--- config.mk ---
export PLATFORM = sky130hd
export DESIGN_NAME = midi_timecode_generator_top_flat
export DESIGN_NICKNAME = d
export VERILOG_FILES = /design/src/mtc_pkg.sv /design/src/mtc_if.sv /design/src/mtc_front.sv /design/src/mtc_conv.sv /design/src/mtc_fifo.sv /design/src/mtc_back.sv /design/src/midi_timecode_generator_top.sv /design/src/flat_wrapper.sv
export SDC_FILE = /design/constraint.sdc
export NUM_CORES = 2
export LEC_CHECK = 0
export ABC_CLOCK_PERIOD_IN_PS = 15900
export BUFFER_PORTS_ARGS = -buffer_cell sky130_fd_sc_hd__buf_2
export CAP_MARGIN = 5
export CORE_MARGIN = 3
export CORE_UTILIZATION = 55
export DETAILED_ROUTE_END_ITERATION = 7
export PLACE_DENSITY = 0.68
export REMOVE_ABC_BUFFERS = 1
export SYNTH_ARGS = -nofsm -noshare
export SYNTH_HDL_FRONTEND = slang
export SYNTH_SLANG_ARGS = --single-unit
--- constraint.sdc ---
create_clock -name clk -period 15.9 [get_ports clk]
set_input_delay 1.59 -clock clk [delete_from_list [all_inputs] [get_ports clk]]
set_output_delay 1.59 -clock clk [all_outputs]
set_load 0.01 [all_outputs]
--- src/mtc_pkg.sv ---
`timescale 1ns / 1ps
package mtc_pkg;

  // register indexes on the configuration port
  localparam logic CFG_FRAME_RATE = 1'b0;
  localparam logic CFG_OFFSET     = 1'b1;

  localparam int OFFSET_W = 27;

  // MIDI bytes
  localparam logic [7:0] MIDI_SYSEX     = 8'hF0;
  localparam logic [7:0] MIDI_REALTIME  = 8'h7F;
  localparam logic [7:0] MIDI_MTC_ID    = 8'h01;
  localparam logic [7:0] MIDI_QFRAME    = 8'hF1;
  localparam logic [7:0] MIDI_EOX       = 8'hF7;
  localparam logic [7:0] MIDI_CLOCK     = 8'hF8;
  localparam logic [7:0] MIDI_START     = 8'hFA;
  localparam logic [7:0] MIDI_STOP      = 8'hFC;

  // frame rate codes
  localparam logic [1:0] RATE_24   = 2'd0;
  localparam logic [1:0] RATE_25   = 2'd1;
  localparam logic [1:0] RATE_2997 = 2'd2;

  // quotients by multiply and shift: the divisor's power of two is shifted
  // off the dividend first, and each reciprocal is exact over its range
  localparam logic [14:0] HOUR_K     = 15'd28125;     // 3600000 >> 7
  localparam logic [25:0] HOUR_RECIP = 26'd39093747;  // ceil(2^40 / 28125)
  localparam logic [10:0] MIN_K      = 11'd1875;      // 60000 >> 5
  localparam logic [17:0] MIN_RECIP  = 18'd143166;    // ceil(2^28 / 1875)
  localparam logic [6:0]  SEC_K      = 7'd125;        // 1000 >> 3
  localparam logic [13:0] SEC_RECIP  = 14'd8389;      // ceil(2^20 / 125)
  localparam logic [17:0] FRM_RECIP  = 18'd171799;    // ceil(2^29 / 3125), 100000 >> 5

  typedef enum logic [2:0] {
    K_STOP,
    K_START,
    K_FULL,
    K_QLO,
    K_QHI
  } kind_t;

  typedef struct packed {
    kind_t       kind;
    logic [32:0] t;
  } conv_req_t;

  typedef struct packed {
    kind_t      kind;
    logic [4:0] hour;
    logic [5:0] mins;
    logic [5:0] secs;
    logic [4:0] frames;
  } mtc_rec_t;

  function automatic logic [11:0] frame_mul(input logic [1:0] rate);
    case (rate)
      RATE_24:   frame_mul = 12'd24;
      RATE_25:   frame_mul = 12'd25;
      RATE_2997: frame_mul = 12'd2997;
      default:   frame_mul = 12'd30;
    endcase
  endfunction

endpackage

--- src/mtc_if.sv ---
`timescale 1ns / 1ps
interface mtc_in_if;
  logic        valid;
  logic        ready;
  logic        req_type;
  logic [31:0] position_ms;

  modport source(output valid, req_type, position_ms, input ready);
  modport sink(input valid, req_type, position_ms, output ready);
endinterface

interface mtc_out_if;
  logic       valid;
  logic       ready;
  logic [7:0] midi_byte;
  logic       last_byte;

  modport source(output valid, midi_byte, last_byte, input ready);
  modport sink(input valid, midi_byte, last_byte, output ready);
endinterface

--- src/mtc_front.sv ---
`timescale 1ns / 1ps
module mtc_front (
  input  logic                              clk,
  input  logic                              rst_n,
  mtc_in_if.sink                            in_ch,
  input  logic [mtc_pkg::OFFSET_W-1:0]      offset,
  output mtc_pkg::conv_req_t                req,
  output logic                              req_valid,
  input  logic                              req_ready
);

  logic               running_r;
  logic               upper_r;
  logic [31:0]        last_r;
  logic               hold_valid_r;
  mtc_pkg::conv_req_t hold_r;

  logic               acc;
  logic               take;
  logic               emit;
  logic [32:0]        diff;
  logic               jump;
  mtc_pkg::kind_t     kind;

  assign take        = hold_valid_r && req_ready;
  assign in_ch.ready = !hold_valid_r || req_ready;
  assign acc         = in_ch.valid && in_ch.ready;
  assign emit        = acc && (!in_ch.req_type || running_r);
  assign req         = hold_r;
  assign req_valid   = hold_valid_r;

  assign diff = {1'b0, in_ch.position_ms} - {1'b0, last_r};
  assign jump = diff[32] || (diff[31:0] > 32'd1000);

  always_comb begin
    if (in_ch.req_type) begin
      kind = mtc_pkg::K_STOP;
    end else if (!running_r) begin
      kind = mtc_pkg::K_START;
    end else if (jump) begin
      kind = mtc_pkg::K_FULL;
    end else if (upper_r) begin
      kind = mtc_pkg::K_QHI;
    end else begin
      kind = mtc_pkg::K_QLO;
    end
  end

  always_ff @(posedge clk) begin
    if (!rst_n) begin
      running_r    <= 1'b0;
      upper_r      <= 1'b0;
      last_r       <= '0;
      hold_valid_r <= 1'b0;
    end else begin
      if (emit) begin
        hold_valid_r <= 1'b1;
      end else if (take) begin
        hold_valid_r <= 1'b0;
      end
      if (acc) begin
        if (in_ch.req_type) begin
          running_r <= 1'b0;
        end else begin
          running_r <= 1'b1;
          last_r    <= in_ch.position_ms;
          upper_r   <= (kind == mtc_pkg::K_QLO);
        end
      end
    end
  end

  always_ff @(posedge clk) begin
    if (emit) begin
      hold_r.kind <= kind;
      hold_r.t    <= {1'b0, in_ch.position_ms} + {6'b0, offset};
    end
  end

  a_pos_runs: assert property (@(posedge clk) disable iff (!rst_n)
    (acc && !in_ch.req_type) |=> (running_r && hold_valid_r))
    else $error("position word did not start playback");

  a_stop_idles: assert property (@(posedge clk) disable iff (!rst_n)
    (acc && in_ch.req_type) |=> !running_r)
    else $error("stop word left block running");

endmodule

--- src/mtc_conv.sv ---
`timescale 1ns / 1ps
module mtc_conv (
  input  logic               clk,
  input  logic               rst_n,
  input  mtc_pkg::conv_req_t req,
  input  logic               req_valid,
  output logic               req_ready,
  input  logic [1:0]         rate,
  output mtc_pkg::mtc_rec_t  rec,
  output logic               rec_valid,
  input  logic               rec_ready
);

  typedef enum logic [3:0] {
    C_IDLE,
    C_HOUR_Q,
    C_HOUR_R,
    C_MIN_Q,
    C_MIN_R,
    C_SEC_Q,
    C_SEC_R,
    C_FRM_MUL,
    C_FRM_Q,
    C_PUSH
  } cstate_t;

  cstate_t        state_r;
  logic [32:0]    val_r;
  logic [10:0]    hq_r;
  mtc_pkg::kind_t kind_r;
  logic [4:0]     hour_r;
  logic [5:0]     mins_r;
  logic [5:0]     secs_r;
  logic [4:0]     frames_r;

  logic [51:0]    hour_prod;
  logic [25:0]    hour_left;
  logic [34:0]    min_prod;
  logic [16:0]    min_left;
  logic [26:0]    sec_prod;
  logic [12:0]    sec_left;
  logic [21:0]    frm_prod;
  logic [34:0]    frm_quot;

  // quotient by reciprocal multiply, then remainder by multiply and subtract
  assign hour_prod = {26'b0, val_r[32:7]} * {26'b0, mtc_pkg::HOUR_RECIP};
  assign hour_left = val_r[32:7] - ({15'b0, hq_r} * {11'b0, mtc_pkg::HOUR_K});
  assign min_prod  = {18'b0, val_r[21:5]} * {17'b0, mtc_pkg::MIN_RECIP};
  assign min_left  = val_r[21:5] - ({11'b0, mins_r} * {6'b0, mtc_pkg::MIN_K});
  assign sec_prod  = {14'b0, val_r[15:3]} * {13'b0, mtc_pkg::SEC_RECIP};
  assign sec_left  = val_r[15:3] - ({7'b0, secs_r} * {6'b0, mtc_pkg::SEC_K});
  assign frm_prod  = {12'b0, val_r[9:0]} * {10'b0, mtc_pkg::frame_mul(rate)};
  assign frm_quot  = {18'b0, val_r[21:5]} * {17'b0, mtc_pkg::FRM_RECIP};

  assign req_ready  = (state_r == C_IDLE);
  assign rec_valid  = (state_r == C_PUSH);
  assign rec.kind   = kind_r;
  assign rec.hour   = hour_r;
  assign rec.mins   = mins_r;
  assign rec.secs   = secs_r;
  assign rec.frames = frames_r;

  always_ff @(posedge clk) begin
    if (!rst_n) begin
      state_r <= C_IDLE;
    end else begin
      case (state_r)
        C_IDLE: begin
          if (req_valid) begin
            kind_r  <= req.kind;
            val_r   <= req.t;
            state_r <= (req.kind == mtc_pkg::K_STOP) ? C_PUSH : C_HOUR_Q;
          end
        end
        C_HOUR_Q: begin
          hq_r    <= hour_prod[50:40];
          state_r <= C_HOUR_R;
        end
        C_HOUR_R: begin
          hour_r  <= hq_r[4:0];
          val_r   <= {11'b0, hour_left[14:0], val_r[6:0]};
          state_r <= C_MIN_Q;
        end
        C_MIN_Q: begin
          mins_r  <= min_prod[33:28];
          state_r <= C_MIN_R;
        end
        C_MIN_R: begin
          val_r   <= {17'b0, min_left[10:0], val_r[4:0]};
          state_r <= C_SEC_Q;
        end
        C_SEC_Q: begin
          secs_r  <= sec_prod[25:20];
          state_r <= C_SEC_R;
        end
        C_SEC_R: begin
          val_r   <= {23'b0, sec_left[6:0], val_r[2:0]};
          state_r <= C_FRM_MUL;
        end
        C_FRM_MUL: begin
          val_r   <= {11'b0, frm_prod};
          state_r <= C_FRM_Q;
        end
        C_FRM_Q: begin
          // integer rates divide by 1000, the same step as seconds
          frames_r <= (rate == mtc_pkg::RATE_2997) ? frm_quot[33:29] : sec_prod[24:20];
          state_r  <= C_PUSH;
        end
        C_PUSH: begin
          if (rec_ready) begin
            state_r <= C_IDLE;
          end
        end
        default: state_r <= C_IDLE;
      endcase
    end
  end

endmodule

--- src/mtc_fifo.sv ---
`timescale 1ns / 1ps
module mtc_fifo #(
  parameter int DEPTH = 2
) (
  input  logic              clk,
  input  logic              rst_n,
  input  mtc_pkg::mtc_rec_t push_data,
  input  logic              push_valid,
  output logic              push_ready,
  output mtc_pkg::mtc_rec_t pop_data,
  output logic              pop_valid,
  input  logic              pop_ready
);

  localparam int PTR_W = (DEPTH > 1) ? $clog2(DEPTH) : 1;
  localparam int CNT_W = $clog2(DEPTH + 1);

  mtc_pkg::mtc_rec_t mem_r [DEPTH];
  logic [PTR_W-1:0]  wr_ptr_r;
  logic [PTR_W-1:0]  rd_ptr_r;
  logic [CNT_W-1:0]  count_r;

  logic push;
  logic pop;

  assign push_ready = (count_r != CNT_W'(DEPTH));
  assign pop_valid  = (count_r != '0);
  assign pop_data   = mem_r[rd_ptr_r];
  assign push       = push_valid && push_ready;
  assign pop        = pop_valid && pop_ready;

  function automatic logic [PTR_W-1:0] wrap_inc(input logic [PTR_W-1:0] p);
    wrap_inc = (p == PTR_W'(DEPTH - 1)) ? '0 : p + 1'b1;
  endfunction

  always_ff @(posedge clk) begin
    if (!rst_n) begin
      wr_ptr_r <= '0;
      rd_ptr_r <= '0;
      count_r  <= '0;
    end else begin
      if (push) begin
        wr_ptr_r <= wrap_inc(wr_ptr_r);
      end
      if (pop) begin
        rd_ptr_r <= wrap_inc(rd_ptr_r);
      end
      if (push && !pop) begin
        count_r <= count_r + 1'b1;
      end else if (pop && !push) begin
        count_r <= count_r - 1'b1;
      end
    end
  end

  always_ff @(posedge clk) begin
    if (push) begin
      mem_r[wr_ptr_r] <= push_data;
    end
  end

  a_fill: assert property (@(posedge clk) disable iff (!rst_n)
    (push && !pop) |=> (count_r == CNT_W'($past(count_r) + 1'b1)))
    else $error("queue count lost a push");

  a_drain: assert property (@(posedge clk) disable iff (!rst_n)
    (pop && !push) |=> (count_r == CNT_W'($past(count_r) - 1'b1)))
    else $error("queue count lost a pop");

endmodule

--- src/mtc_back.sv ---
`timescale 1ns / 1ps
module mtc_back (
  input  logic              clk,
  input  logic              rst_n,
  input  mtc_pkg::mtc_rec_t rec,
  input  logic              rec_valid,
  output logic              rec_ready,
  input  logic [1:0]        rate,
  mtc_out_if.source         out_ch
);

  mtc_pkg::mtc_rec_t cur_r;
  logic              cur_valid_r;
  logic [3:0]        idx_r;
  logic              out_valid_r;
  logic [7:0]        out_byte_r;
  logic              out_last_r;

  logic              load;
  logic              is_last;
  logic [3:0]        lenm1;
  logic [7:0]        byte_val;

  function automatic logic [7:0] full_byte(input mtc_pkg::mtc_rec_t r,
                                           input logic [1:0] rc,
                                           input logic [3:0] j);
    case (j)
      4'd0:    full_byte = mtc_pkg::MIDI_SYSEX;
      4'd1:    full_byte = mtc_pkg::MIDI_REALTIME;
      4'd2:    full_byte = mtc_pkg::MIDI_REALTIME;
      4'd3:    full_byte = mtc_pkg::MIDI_MTC_ID;
      4'd4:    full_byte = mtc_pkg::MIDI_MTC_ID;
      4'd5:    full_byte = {1'b0, rc, r.hour};
      4'd6:    full_byte = {2'b0, r.mins};
      4'd7:    full_byte = {2'b0, r.secs};
      4'd8:    full_byte = {3'b0, r.frames};
      default: full_byte = mtc_pkg::MIDI_EOX;
    endcase
  endfunction

  function automatic logic [7:0] quarter_byte(input mtc_pkg::mtc_rec_t r,
                                              input logic [1:0] rc,
                                              input logic [3:0] j);
    logic [2:0] slot;
    logic [3:0] nib;
    slot = {(r.kind == mtc_pkg::K_QHI), j[2:1]};
    case (slot)
      3'd0:    nib = r.frames[3:0];
      3'd1:    nib = {3'b0, r.frames[4]};
      3'd2:    nib = r.secs[3:0];
      3'd3:    nib = {2'b0, r.secs[5:4]};
      3'd4:    nib = r.mins[3:0];
      3'd5:    nib = {2'b0, r.mins[5:4]};
      3'd6:    nib = r.hour[3:0];
      default: nib = {1'b0, rc, r.hour[4]};
    endcase
    if (j == 4'd8) begin
      quarter_byte = mtc_pkg::MIDI_CLOCK;
    end else if (!j[0]) begin
      quarter_byte = mtc_pkg::MIDI_QFRAME;
    end else begin
      quarter_byte = {1'b0, slot, nib};
    end
  endfunction

  always_comb begin
    case (cur_r.kind)
      mtc_pkg::K_STOP: begin
        lenm1    = 4'd0;
        byte_val = mtc_pkg::MIDI_STOP;
      end
      mtc_pkg::K_START: begin
        lenm1    = 4'd10;
        byte_val = (idx_r == 4'd0) ? mtc_pkg::MIDI_START
                                   : full_byte(cur_r, rate, idx_r - 1'b1);
      end
      mtc_pkg::K_FULL: begin
        lenm1    = 4'd9;
        byte_val = full_byte(cur_r, rate, idx_r);
      end
      default: begin
        lenm1    = 4'd8;
        byte_val = quarter_byte(cur_r, rate, idx_r);
      end
    endcase
  end

  assign is_last          = (idx_r == lenm1);
  assign load             = cur_valid_r && (!out_valid_r || out_ch.ready);
  assign rec_ready        = !cur_valid_r || (load && is_last);
  assign out_ch.valid     = out_valid_r;
  assign out_ch.midi_byte = out_byte_r;
  assign out_ch.last_byte = out_last_r;

  always_ff @(posedge clk) begin
    if (!rst_n) begin
      cur_valid_r <= 1'b0;
      idx_r       <= '0;
      out_valid_r <= 1'b0;
    end else begin
      if (rec_valid && rec_ready) begin
        cur_valid_r <= 1'b1;
      end else if (load && is_last) begin
        cur_valid_r <= 1'b0;
      end
      if (load) begin
        idx_r       <= is_last ? 4'd0 : idx_r + 1'b1;
        out_valid_r <= 1'b1;
      end else if (out_ch.ready) begin
        out_valid_r <= 1'b0;
      end
    end
  end

  always_ff @(posedge clk) begin
    if (rec_valid && rec_ready) begin
      cur_r <= rec;
    end
    if (load) begin
      out_byte_r <= byte_val;
      out_last_r <= is_last;
    end
  end

  a_seq_wrap: assert property (@(posedge clk) disable iff (!rst_n)
    (load && is_last) |=> (idx_r == 4'd0 && out_last_r))
    else $error("byte index not rewound after last word");

endmodule

--- src/midi_timecode_generator_top.sv ---
`timescale 1ns / 1ps
// MIDI Timecode generator.
// in_ch: one word per request, req_type 0 = position in ms, 1 = stop.
// out_ch: one MIDI byte per word, last_byte marks the final byte of a request.
// cfg_we/cfg_index/cfg_wdata: index 0 frame rate code, index 1 offset in ms;
// write only while nothing is in flight.
// A position word gives FA plus a full-frame SysEx after reset or a stop,
// a full frame on a backward jump or a jump of more than 1000 ms, and
// otherwise four quarter-frame pairs and F8. A running stop gives FC; an idle
// stop gives nothing.
// The timecode converter takes a new request only once done with the last and
// works it out in steps (hours, minutes and seconds each by a reciprocal
// multiply and a remainder step, then the frame multiply and divide); a stop
// word skips these steps. Bytes leave at one per cycle while out_ch is ready.
// A holding register takes the next word while the converter is busy, and a
// small queue lets conversion run ahead while the receiver stalls; out_ch
// holds its word until taken.
// Reset: idle, lower half first, rate 24 fps, zero offset, all queues empty.
module midi_timecode_generator_top #(
  parameter int FIFO_DEPTH = 2
) (
  input  logic                         clk,
  input  logic                         rst_n,
  mtc_in_if.sink                       in_ch,
  mtc_out_if.source                    out_ch,
  input  logic                         cfg_we,
  input  logic                         cfg_index,
  input  logic [mtc_pkg::OFFSET_W-1:0] cfg_wdata
);

  logic [1:0]                   rate_r;
  logic [mtc_pkg::OFFSET_W-1:0] offset_r;

  mtc_pkg::conv_req_t req;
  logic               req_valid;
  logic               req_ready;
  mtc_pkg::mtc_rec_t  conv_rec;
  logic               conv_valid;
  logic               conv_ready;
  mtc_pkg::mtc_rec_t  q_rec;
  logic               q_valid;
  logic               q_ready;

  always_ff @(posedge clk) begin
    if (!rst_n) begin
      rate_r   <= '0;
      offset_r <= '0;
    end else if (cfg_we) begin
      case (cfg_index)
        mtc_pkg::CFG_FRAME_RATE: rate_r   <= cfg_wdata[1:0];
        mtc_pkg::CFG_OFFSET:     offset_r <= cfg_wdata;
        default: ;
      endcase
    end
  end

  mtc_front u_front (
    .clk       (clk),
    .rst_n     (rst_n),
    .in_ch     (in_ch),
    .offset    (offset_r),
    .req       (req),
    .req_valid (req_valid),
    .req_ready (req_ready)
  );

  mtc_conv u_conv (
    .clk       (clk),
    .rst_n     (rst_n),
    .req       (req),
    .req_valid (req_valid),
    .req_ready (req_ready),
    .rate      (rate_r),
    .rec       (conv_rec),
    .rec_valid (conv_valid),
    .rec_ready (conv_ready)
  );

  mtc_fifo #(
    .DEPTH (FIFO_DEPTH)
  ) u_fifo (
    .clk        (clk),
    .rst_n      (rst_n),
    .push_data  (conv_rec),
    .push_valid (conv_valid),
    .push_ready (conv_ready),
    .pop_data   (q_rec),
    .pop_valid  (q_valid),
    .pop_ready  (q_ready)
  );

  mtc_back u_back (
    .clk       (clk),
    .rst_n     (rst_n),
    .rec       (q_rec),
    .rec_valid (q_valid),
    .rec_ready (q_ready),
    .rate      (rate_r),
    .out_ch    (out_ch)
  );

endmodule
--- src/flat_wrapper.sv ---
// flat-port wrapper written by rule: the top's interface ports become plain ports
module midi_timecode_generator_top_flat 
#(
  parameter int FIFO_DEPTH = 2
)
  (clk, rst_n, cfg_we, cfg_index, cfg_wdata, in_ch_valid, in_ch_req_type, in_ch_position_ms, in_ch_ready, out_ch_valid, out_ch_midi_byte, out_ch_last_byte, out_ch_ready);
  mtc_in_if in_ch_i ();
  mtc_out_if out_ch_i ();
  input  logic clk;
  input  logic rst_n;
  input  logic cfg_we;
  input  logic cfg_index;
  input  logic [mtc_pkg::OFFSET_W-1:0] cfg_wdata;
  input wire logic [$bits(in_ch_i.valid)-1:0] in_ch_valid;
  input wire logic [$bits(in_ch_i.req_type)-1:0] in_ch_req_type;
  input wire logic [$bits(in_ch_i.position_ms)-1:0] in_ch_position_ms;
  output wire logic [$bits(in_ch_i.ready)-1:0] in_ch_ready;
  output wire logic [$bits(out_ch_i.valid)-1:0] out_ch_valid;
  output wire logic [$bits(out_ch_i.midi_byte)-1:0] out_ch_midi_byte;
  output wire logic [$bits(out_ch_i.last_byte)-1:0] out_ch_last_byte;
  input wire logic [$bits(out_ch_i.ready)-1:0] out_ch_ready;
  assign in_ch_i.valid = in_ch_valid;
  assign in_ch_i.req_type = in_ch_req_type;
  assign in_ch_i.position_ms = in_ch_position_ms;
  assign in_ch_ready = in_ch_i.ready;
  assign out_ch_valid = out_ch_i.valid;
  assign out_ch_midi_byte = out_ch_i.midi_byte;
  assign out_ch_last_byte = out_ch_i.last_byte;
  assign out_ch_i.ready = out_ch_ready;
  midi_timecode_generator_top #(.FIFO_DEPTH(FIFO_DEPTH)) u_core (.clk(clk), .rst_n(rst_n), .in_ch(in_ch_i), .out_ch(out_ch_i), .cfg_we(cfg_we), .cfg_index(cfg_index), .cfg_wdata(cfg_wdata));
endmodule
# Word level (Yosys, flattened, before mapping)

Memories as Yosys holds them, arrays and structs flattened. A register that Yosys moved wholly into a read port is not among the register bits.
Cells that the tools add are included.

Bits of input ports: 66
Output and inout bits: 11
Memories kept: 1
Flip-flop bits (word level): 192
Memory bits (writable): 50
Logic and storage cells: 182

Add/subtract/negate cells: 11
Reduce and logical (&&, ||, !) cells: 54
Bitwise operators: 5
Order comparisons: 1
Muxes and demuxes: 34
Multiply operators: 8
Eq/ne operators: 41

Memories:

| memory              | depth | bits a word | rd ports | clocked after Yosys merged registers in | write ports | RTL line       | text |
|---|---|---|---|---|---|---|---|
| u_core.u_fifo.mem_r | 2     | 25          | 1        | 1                                       | 1           | mtc_fifo.sv:18 | `mtc_pkg::mtc_rec_t mem_r [DEPTH];` |

Operators with widths:

| kind                   | count |
|---|---|
| $pmux 33 s5            | 1 |
| $pmux 8 s7             | 2 |
| $mul 26x26->51 const B | 1 |
| $eq 4x3->1 const B     | 12 |
| $pmux 4 s10            | 1 |
| $pmux 12 s3            | 1 |
| $mul 17x18->34 const B | 1 |
| $add 32x27->33         | 1 |
| $mul 17x17->33 const B | 1 |
| $mux 33                | 1 |
| $sub 32x32->33         | 1 |
| $gt 32x10->1 const B   | 1 |
| $pmux 4 s7             | 1 |
| $mul 13x14->26 const B | 1 |
| $eq 4x2->1 const B     | 6 |
| $mux 8                 | 3 |
| $pmux 8 s3             | 1 |
| $mul 10x12->22         | 1 |
| $reduce_and 2->1       | 9 |
| $eq 4x4->1 const B     | 4 |
| $mux 4                 | 4 |
| $mul 11x15->15 const B | 1 |
| $sub 15x15->15         | 1 |
| $eq 3x2->1 const B     | 4 |
| other kinds (38)       | 94 |

# Logic depth before layout (Yosys ltp)

Depth after elaboration: 9
Mapped depth: 25
Gate-level depth less buffers: 23

# By module

A second synthesis with hierarchy kept.

Cells, all modules: 4363
Area total of the unflattened synthesis: 43564.3 um^2

Modules (own cells, without submodules):

| module                      | seq. area each (um^2) | instances | cells each | area an instance (um^2) |
|---|---|---|---|---|
| mtc_conv                    | 2152.1                | 1         | 3165       | 31925.6 |
| mtc_front                   | 1781.7                | 1         | 686        | 5766.8 |
| mtc_back                    | 1141.1                | 1         | 279        | 2626.3 |
| mtc_fifo                    | 1601.5                | 1         | 102        | 2040.7 |
| midi_timecode_generator_top | 580.6                 | 1         | 131        | 1204.9 |

# Worst setup path before layout

Ideal clock, no wire load.

Kind: register to register
Start: register u_core.u_conv.val_r[30]
End: register u_core.u_conv.hq_r[8], data pin
Setup slack: 9.366 ns
Path buffers: 0
Stages on the path, launching flop included: 24
Data required time: 15.641 ns
Arrival time: 6.274 ns
Setup time: 0.259 ns
Cells stage by stage: edfxtp_1 > inv_1 > fa_1 > inv_1 > fa_1 > inv_1 > fa_1 > fa_1 > inv_1 > fa_1 > fa_1 > inv_1 > fa_1 > inv_1 > ha_1 > a21oi_1 > o21ai_1 > a311o_1 > a21oi_1 > nor2b_1 > a311o_1 > a211o_1 > a41oi_1 > xnor2_1

Longest elaborated chain between the ends: 1

RTL lines:

| item                            | RTL line       | text |
|---|---|---|
| start, declared                 | mtc_conv.sv:28 | `logic [32:0] val_r;` |
| start signal, assigned          | mtc_conv.sv:71 | `val_r <= req.t;` |
| start signal, assigned          | mtc_conv.sv:81 | `val_r <= {11'b0, hour_left[14:0], val_r[6:0]};` |
| start signal, assigned          | mtc_conv.sv:89 | `val_r <= {17'b0, min_left[10:0], val_r[4:0]};` |
| $mul 26x26->51                  | mtc_conv.sv:46 | `assign hour_prod = {26'b0, val_r[32:7]} * {26'b0, mtc_pkg::HOUR_RECIP};` |
| via u_core.u_conv.hour_prod[48] | mtc_conv.sv:36 | `logic [51:0] hour_prod;` |
| end signal, assigned            | mtc_conv.sv:76 | `hq_r <= hour_prod[50:40];` |
| end, declared                   | mtc_conv.sv:29 | `logic [10:0] hq_r;` |

The timed path passes the listed nets, and every way through them passes these cells.
A chain may end at the register's enable or synchronous reset.

# Worst setup path after layout

Start: register u_core.u_conv.val_r[17]
End: register u_core.u_conv.hq_r[9], data pin

Same word-level chain as after synthesis.

==> reports/summary.txt <==
CTS
--------------------------------------------------------------------------------
Clock buffers created by TritonCTS ................................           30
Cell at the root of the clock tree ................................    clkbuf_16
Clock Latency Late Sink ...........................................      0.59 ns
Hold-fix buffers, CTS .............................................            0
Number of resized instances in the post-cts repair step ...........            0
TritonCTS clock tree ..............................................         done
Clock slew at reported path FFs ...................................      0.06 ns
Post-CTS Setup Repair Bufs ........................................            0
Number of H-tree levels ...........................................            1
Clock sink total ..................................................          267
Max Root-Sink Buffers .............................................            3

DIE
--------------------------------------------------------------------------------
Starting Density ..................................................        55.6%
Vertical extent of the die ........................................       286 um
Count of pins on the block boundary ...............................           77
Die Footprint .....................................................    81800 um2
Number of rows created at floorplan ...............................          102
Placeable core area ...............................................    77600 um2
Die width .........................................................       286 um

PLACE
--------------------------------------------------------------------------------
Count of buffers from port buffering ..............................           76
Detailed Place HPWL ...............................................     89000 um
Number of instances in the placed design ..........................         5369
Placed cell area ..................................................    44800 um2
Last weighted congestion value of the routability-driven placer ...        0.944

STA
--------------------------------------------------------------------------------
Min cycle time layout .............................................      7.16 ns
Unrepaired setup endpoints after global routing ...................           no
FMAX ..............................................................      140 MHz
Worst Max-Slew Pin Slew ...........................................      1.20 ns
Accumulated negative setup slack ..................................         0 ns
Period Utilization, post-route ....................................        45.0%
Final setup violation count .......................................            0
Final worst clock skew ............................................    0.0226 ns
Normalized max-slew margin ........................................        20.0%
Count of final hold-check violations ..............................            0
Fin. max-slew vios ................................................            0

DETAILED ROUTING
--------------------------------------------------------------------------------
Number of DRC violations after detailed-routing iteration 0 .......         2054
Detailed-router iteration count before antenna repair .............            6
Drt total wl ......................................................    106000 um
Total via count after detailed routing ............................        29965
Antenna Violating Nets Remaining ..................................            0
Routed via count divided by cell count ............................         5.52
DR DRC count ......................................................            0
Final routed wire length divided by cell count ....................      19.5 um

GLOBAL ROUTING
--------------------------------------------------------------------------------
GR Overflow Total .................................................            0
Largest net degree at the start of global routing .................           82
First-pass GRT wire length ........................................    170000 um
Global-route usage over all layers ................................        26.4%
Antenna violations before repair ..................................            0
Via count of the first global-routing pass ........................        30713

YOSYS
--------------------------------------------------------------------------------
Fraction of registers with async set or reset after synthesis .....           0%
Count of different cell masters after synthesis ...................           82
Number of enable flip-flop cells after synthesis ..................          189
Dominant cell by count in the synthesized netlist .................        inv_1
Mean Syn Cell Area ................................................     10.0 um2
Gate count after technology mapping ...............................         4296
Total standard cell area after synthesis ..........................    43100 um2
Fraction of post-synthesis cell area in the top cell type by area .        27.0%
Biggest area consumer among synthesized cells .....................         fa_1
Flop and latch count out of synthesis .............................          267
Sequential cell area fraction in the yosys report .................        16.8%
List of most frequent post-synthesis cells ........................ inv_1, ha_1, fa_1
Synthesis Warnings ................................................            0
Top post-synthesis cells by area .................................. fa_1, ha_1, edfxtp_1
Flip-flop cell with the highest count after synthesis .............     edfxtp_1

WORST SETUP PATH
--------------------------------------------------------------------------------
Slowest stage cell, crit path .....................................         fa_1
CP Launch Type ....................................................         flop
Crit-path max FO ..................................................           15
Path depth of the worst reg2reg path ..............................           21
Worst Path Arrival ................................................      7.48 ns
Most frequent CP cell .............................................         fa_1
Setup Crit Path Kind ..............................................      reg2reg
Largest stage delay, worst path ...................................      1.07 ns
Series of cell instances along the critical path .................. fa_1 > inv_1 > fa_1 > fa_1 > inv_1 > ha_1 > fa_1 > fa_1 > inv_1 > fa_1 > inv_1 > ha_1 > a21o_1 > nand3_1 > a21oi_1 > nor3_1 > nor4b_1 > a311o_1 > a211o_1 > nor4_1 > a211oi_1
Required time of the critical path ................................     16.22 ns
Category of the worst setup path capture point ....................         flop

FINISH
--------------------------------------------------------------------------------
Final Instance Area ...............................................    45800 um2
Diode count .......................................................            0
Final #Nets .......................................................         5852
Layout overhead on the synthesized area ...........................        6.18%
Ratio of cells with drive above 1 in the final layout .............        5.04%
Final standard cell count with taps included and fillers excluded .         5424

JOB
--------------------------------------------------------------------------------
Max cap viols .....................................................            0

WORST HOLD PATH
--------------------------------------------------------------------------------
Class of the tightest hold or removal check .......................      reg2reg
Cells on Worst Hold Path ..........................................            0

OUTCOME
--------------------------------------------------------------------------------
Status ............................................................ finished clean

## state kept, by name (all words and copies together), names as in the netlist, 5 cells and up
name,cells
u_core.u_fifo.mem_r,50
u_core.u_front.req,36
u_core.u_conv.val_r,33
u_core.u_front.last_r,32
u_core.offset_r,27
u_core.u_back.cur_r,25
u_core.u_conv.hq_r,11
u_core.u_back.out_ch.midi_byte,8
u_core.u_conv.mins_r,6
u_core.u_conv.secs_r,6
u_core.u_conv.frames_r,5
u_core.u_conv.hour_r,5
## layer usage
| layer | track usage (%) | wire, um | vias to the layer above |
|---|---|---|---|
| met5 | 0 | 0 | - |
| met4 | 5.37 | 2470 | 0 |
| met3 | 3.20 | 5470 | 137 |
| met2 | 43.4 | 49600 | 683 |
| met1 | 37.9 | 48500 | 14862 |
| li1 | - | - | 14283 |
## critical path, delay by kind of cell, from the launching register on
| kind | cells | cell delay, ns |
|---|---|---|
| compound gates | 5 | 1.16 |
| buf+inv | 4 | 0.25 |
| fa+ha+maj | 8 | 4.09 |
| simple gates | 4 | 0.65 |
| flops | 1 | 0.75 |
## metrics by stage
step / hold slack [ns] / setup WS [ns] / util (%)
finish: 0.443 / 8.74 / 59.0
global route: 0.463 / 8.41 / 59.0
CTS: 0.446 / 8.75 / 59.0
detailed placement: 0.431 / 8.78 / 57.7
global placement: 0.430 / 8.94 / 57.7
floorplan: 0.421 / 9.37 / -
## placed cells by master (no fill, tap or decap), types with 78 or more instances in the layout
| cell type | Yosys | layout |
|---|---|---|
| dfxtp_1 | 78 | 78 |
| fa_1 | 581 | 581 |
| inv_1 | 1010 | 1010 |
| o21ai_0 | 93 | 93 |
| edfxtp_1 | 189 | 189 |
| ha_1 | 844 | 844 |
| nand2_1 | 250 | 250 |
| a21oi_1 | 150 | 150 |
| nor2_1 | 108 | 106 |
| xnor2_1 | 114 | 114 |
## cell type report
| cell class | count | area, um2 |
|---|---|---|
| timing repair buffer | 105 | 598 |
| sequential | 267 | 7240 |
| inverter | 1011 | 3790 |
| clock inverter | 18 | 183 |
| tap | 1040 | 1300 |
| clock buffer | 37 | 840 |
| fill | 6801 | 31800 |
| multi-input combinational | 2946 | 31800 |
## logic make-up (layout without fill, tap and decap cells)
| kind of cell | Yosys count | after routing | synth area share, % |
|---|---|---|---|
| multiplexers | 49 | 49 | 1.36 |
| XOR/XNOR | 166 | 166 | 3.37 |
| AO/OA/AOI/OAI | 632 | 632 | 9.82 |
| buffers and inverters | 1083 | 1171 | 9.44 |
| adder cells (fa/ha/maj) | 1425 | 1425 | 51.5 |
| flip-flops | 267 | 267 | 16.8 |
| AND/OR/NAND/NOR | 674 | 674 | 7.75 |
## path summary, 6_finish.rpt
check	slack, ns	start	end
worst max-delay path	8.74	u_core.u_conv.val_r[17]$_DFFE_PP_	u_core.u_conv.hq_r[9]$_DFFE_PP_
worst min-delay path	0.44	u_core.u_conv.kind_r[1]$_DFFE_PP_	u_core.u_fifo.mem_r[1][23]$_DFFE_PP_
worst max register to register	8.74	u_core.u_conv.val_r[17]$_DFFE_PP_	u_core.u_conv.hq_r[9]$_DFFE_PP_
worst min register to register	0.44	u_core.u_conv.kind_r[1]$_DFFE_PP_	u_core.u_fifo.mem_r[1][23]$_DFFE_PP_
Power is left out: the tool's default activity adds up to more than one toggle a clock period on the data nets, which glitch-free logic cannot reach.
